===== src/hw/rtl/tzc_pkg.sv =====
`timescale 1ns / 1ps

package tzc_pkg;

   localparam int COORD_W = 16;   // vertex coordinate width
   localparam int GRID_W  = 12;   // point coordinate port width
   localparam int SLOT_W  = 4;
   localparam int CNT_W   = 5;
   localparam int DIFF_W  = 17;   // difference of two coordinates
   localparam int PDIFF_W = 18;   // point minus vertex
   localparam int PROD_W  = DIFF_W + PDIFF_W;
   localparam int SUM_W   = PROD_W + 3;

   typedef enum logic {
      REQ_LOAD  = 1'b0,
      REQ_QUERY = 1'b1
   } req_kind_type;

   typedef struct packed {
      logic signed [COORD_W-1:0] y;
      logic signed [COORD_W-1:0] x;
   } vertex_type;

   typedef struct packed {
      vertex_type third;
      vertex_type second;
      vertex_type first;
   } row_type;

   typedef struct packed {
      logic busy;      // any triangle still in the pipeline
      logic hit_vld;
      logic hit;
   } test_status_type;

endpackage


===== src/hw/rtl/tzc_table.sv =====
`timescale 1ns / 1ps

module tzc_table #(
   parameter int DEPTH  = 16,
   parameter int ADDR_W = 4
) (
   input  logic                    clock,
   input  logic                    wr_en,
   input  logic [ADDR_W-1:0]       wr_addr,
   input  tzc_pkg::row_type        wr_data,
   input  logic                    rd_en,
   input  logic [ADDR_W-1:0]       rd_addr,
   output tzc_pkg::row_type        rd_data
);

   tzc_pkg::row_type mem [DEPTH];
   tzc_pkg::row_type rd_data_ff;

   always_ff @(posedge clock) begin
      if (wr_en) begin
         mem[wr_addr] <= wr_data;
      end
   end

   always_ff @(posedge clock) begin
      if (rd_en) begin
         rd_data_ff <= mem[rd_addr];
      end
   end

   assign rd_data = rd_data_ff;

endmodule


===== config.mk =====
export PLATFORM = sky130hd
export DESIGN_NAME = tzc_table
export DESIGN_NICKNAME = d
export VERILOG_FILES = /design/src/hw/rtl/tzc_pkg.sv /design/src/hw/rtl/tzc_table.sv
export SDC_FILE = /design/constraint.sdc
export NUM_CORES = 1
export LEC_CHECK = 0
export BUFFER_PORTS_ARGS = -buffer_cell sky130_fd_sc_hd__buf_2
export CORE_UTILIZATION = 31
export CTS_BUF_LIST = sky130_fd_sc_hd__clkbuf_4 sky130_fd_sc_hd__clkbuf_8 sky130_fd_sc_hd__clkbuf_16
export DETAILED_ROUTE_END_ITERATION = 6
export HOLD_SLACK_MARGIN = 0.06
export PLACE_DENSITY = 0.47
export SLEW_MARGIN = 20
export SYNTH_ARGS = -nofsm -noshare
export SYNTH_HDL_FRONTEND = slang
export SYNTH_SLANG_ARGS = --single-unit
export TNS_END_PERCENT = 20

===== constraint.sdc =====
create_clock -name clock -period 22.6 [get_ports clock]
set_input_delay 2.26 -clock clock [delete_from_list [all_inputs] [get_ports clock]]
set_output_delay 2.26 -clock clock [all_outputs]
set_load 0.02 [all_outputs]

Yosys cells after proc, flatten, opt, wreduce, memory -nomap -nowiden
Memories as Yosys holds them, arrays and structs flattened. A register that Yosys moved wholly into a read port is not among the register bits.
Index checks and enable logic that the tools add are counted.
{"block": "totals", "reg_bits": 0, "latchBits": 0, "mem_bits_rw": 1536, "mem_bits_ro": 0, "input_bits": 107, "output_inout_bits": 96, "word_cells": 3, "memories": 1}
{"block": "op_classes", "add_sub_neg": 0, "n_mul": 0, "div_mod_pow": 0, "magnitude_cmp": 0, "n_eq_ne": 0, "shift": 0, "muxes": 2, "n_bitwise": 0, "reduce_logical": 0}
{"name": "mem", "words": 16, "width": 96, "read_ports": 1, "rd_clocked_by_memory_dff": 1, "wr": 1, "line": "tzc_table.sv:16", "text": "tzc_pkg::row_type mem [DEPTH];"}
{"op": "2-to-1 mux 1 bit", "n": 2}

Longest topological paths before layout
{"block": "depth", "word_depth": 2, "depth_mapped": 6, "ltp_nobuf": 3}

Worst setup path before layout
Ideal clock, no wire load.
{"block": "synth_timing", "kind": "input port to flip-flop", "from": "in wr_addr[2]", "to": "mem mem[0][0] in the netlist's numbering (enable)", "t_arrival_ns": 9.268, "t_required_ns": 21.930, "slack_ns": 12.662, "stages": 2, "path_cell_list": "or3b_2 > nor3_1"}
{"element": "start, declared", "line": "tzc_table.sv:9", "text": "input logic [ADDR_W-1:0] wr_addr,"}
{"element": "end, declared", "line": "tzc_table.sv:16"}
No word-level cell before the write port.

==> results_dict.tcl <==
set metrics [dict create \
    finalHoldViolations 0 \
    grt_pass1_vias 29400 \
    ys_warn_count 0 \
    die_area_sq_um 196000 \
    drtIter0Drc 2173 \
    dr.pass1.iters 5 \
    track_usage_pct 15.8 \
    finClkSkew_ps 32.1 \
    worstPathRequired_ps 23110 \
    worstMarginPinSlew_ps 1050 \
    cts_tree "yes" \
    area_growth_pct 16.1 \
    p_switching_mw 1.35 \
    fin_crit_sh_pct 21.7 \
    cp-start-kind "input port" \
    clkTransAtPathRegs_ps 60 \
    syn_area_per_cell_sq_um 24.5 \
    r2r_start "mem[11][60]" \
    p_seq_share_pct 52.8 \
    clk_latency_ps 800 \
    ios 203 \
    r2r_slack_ps 21060 \
    wl_per_cell_um 28.7 \
    gp_congestion 0.700 \
    fmax_mhz 204 \
    drive_gt1_share_pct 31.9 \
    cts_setup_buffers 0 \
    maxSlewHeadroom_pct 29.3 \
    vdd_ir_drop_max_uv 62.4 \
    min_path_cells 3 \
    worstPathArrival_ps 5410 \
    clock_sinks 1632 \
    antenna_found_initial 45 \
    worst-path-max-fanout 142 \
    cts_buffer_depth 3 \
    hp-start "mem[14][86]" \
    gr-total-overflow 0 \
    fp.dieW_um 443 \
    cts_hold_buf 0 \
    start_util_pct 31.3 \
    hpwl_um 74200 \
    hp-class "reg -> reg" \
    routed_via_density 5.00 \
    clkPwrFrac_pct 42.4 \
    rr_worst_depth 3 \
    postRouteAntennaNets 0 \
    port_buffers 202 \
    synth.top_cell.area_share_pct 81.2 \
    drv_slew 0 \
    yosys_register_bits 1632 \
    synth_area_leader_cell "edfxtp_1" \
    syn_nets 2567 \
    synth_seq_area_share_pct 81.2 \
    synth_cell_types 17 \
    p_leak_nw 22.0 \
    setup_tns_ps 0 \
    p_comb_share_pct 4.7 \
    netlist_instances 2460 \
    numCtsBuffers 166 \
    nFillCells 17400 \
    cp-end-kind "flip-flop" \
    grt_max_degree 143 \
    routed_wl_um 155000 \
    finalSetupViolations 0 \
    cts_root_buf "clkbuf_16" \
    synth_area_leaders "edfxtp_1 81%, mux4_2 14%, a22oi_1 2.4%, nand2_1 0.60%, buf_6 0.39%" \
    coreArea_sq_um 193000 \
    hold_end "rd_data[86]" \
    min_period_ps 4910 \
    r2r-end "rd_data[60]" \
    h-tree-depth 4 \
    synth.cell_area_sq_um 60300 \
    rsz0062_at_grt "no" \
    power_density_nw_per_um2 92.9 \
    rows 161 \
    swShare_pct 20.8 \
    final_nets 2859 \
    grt_pass1_wl_um 221000 \
    ctsResizeCount 0 \
    power.internal_mw 5.15 \
    worst-setup-path-type "in -> reg" \
    die_h_um 443 \
    max-cap-violations 0 \
    drc 0 \
    whs_ps 736 \
    final_core_util_pct 36.3 \
    num_vias 27100 \
    outcome "finished, final reports clean" \
]
## placed cells by master, fill, tap and decap left out, types with 4 or more instances in the layout
cell / synthesis / final
clkbuf_16: 0 / 172
buf_2: 11 / 199
clkinv_4: 0 / 4
nor3_2: 0 / 4
clkinv_2: 0 / 17
buf_4: 19 / 34
clkinv_1: 0 / 32
clkinvlp_4: 0 / 5
inv_6: 0 / 7
nand2_1: 97 / 97
mux4_2: 384 / 384
a22oi_1: 192 / 192
nor2_4: 0 / 13
bufinv_16: 0 / 17
diode_2: 0 / 7
buf_12: 0 / 16
edfxtp_1: 1632 / 1632
clkbuf_4: 0 / 36
## per-stage QoR
stage | total power, mW | instance area, sq um | instances | setup WS [ps]
2_1_floorplan | 3.67 | 60300 | 2460 | 12660
3_3_place_gp | 3.81 | 64500 | 5107 | 16400
3_5_place_dp | 3.82 | 64500 | 5107 | 16350
4_1_cts | 6.58 | 69900 | 5399 | 17210
5_1_grt | 6.70 | 70000 | 5405 | 17550
6_report | 6.50 | 70000 | 5409 | 17690
## layout make-up
| type | instances | area (sq um) | share of cell area (%) |
|---|---|---|---|
| diodes | 7 | 17.5 | 0.0250 |
| clock buffers | 208 | 4570 | 6.53 |
| clock inverters | 84 | 886 | 1.27 |
| multi-input cells | 699 | 10700 | 15.3 |
| flip-flops and latches | 1632 | 49000 | 70.0 |
| well taps | 2526 | 3160 | 4.51 |
| repair buffers | 253 | 1640 | 2.34 |
## worst max-delay path, stage by stage
cell     delay [ps]
buf_8           510
buf_12          660
buf_4           840
mux4_2          420
a22oi_1         250
nand2_1         120
## cell usage after synthesis
library cell  number
edfxtp_1        1632
mux4_2           384
a22oi_1          192
nand2_1           97
clkbuf_1          46
buf_1             32
buf_6             21
buf_4             19
nor2_1            13
buf_2             11
nor3_1             4
nand2b_1           2
nand3b_1           2
nor2b_1            2
and2_1             1
nand3_1            1
or3b_2             1
## power by group through the flow
stage / Combinational (mW) / Clock [mW] / Sequential, mW
global placement: 0.308 / 0 / 3.50
detailed placement: 0.316 / 0 / 3.50
floorplan: 0.162 / 0 / 3.51
finish: 0.307 / 2.76 / 3.43
CTS: 0.316 / 2.83 / 3.44
global route: 0.332 / 2.93 / 3.44
## state kept, by name (all words and copies together) (netlist names)
signal	count
rd_data	96
mem	1536
## metal layers
metal	routed length (um)	part of all wire, %	GRT usage, %	vias to the layer above
li1	-	-	-	11200
met1	62500	40	19.3	14900
met2	81900	53	28.4	603
met3	6500	4.2	2.93	266
met4	4010	2.6	4.54	22
met5	151	0.097	0	-
## how the worst max path moves through the flow
stage,startpoint,end,slack [ps],cells past startpoint
floorplan,wr_addr[2],mem[0][0],12660,2
CTS,rd_addr[0],rd_data[67],17210,6
detailed placement,rd_addr[0],rd_data[73],16350,6
finish,rd_addr[1],rd_data[52],17690,6
global placement,rd_addr[0],rd_data[67],16400,6
global route,rd_addr[0],rd_data[89],17550,6
## kinds of logic (layout without fill, tap and decap cells)
family	Yosys count	in the layout	share of synthesized area (%)
compound gates	192	192	2.39
buf+inv	129	545	1.21
flops	1632	1632	81.2
mux	384	384	14.3
other cells	0	7	0
simple gates	123	123	0.817
(Power assumes the default switching activity.)
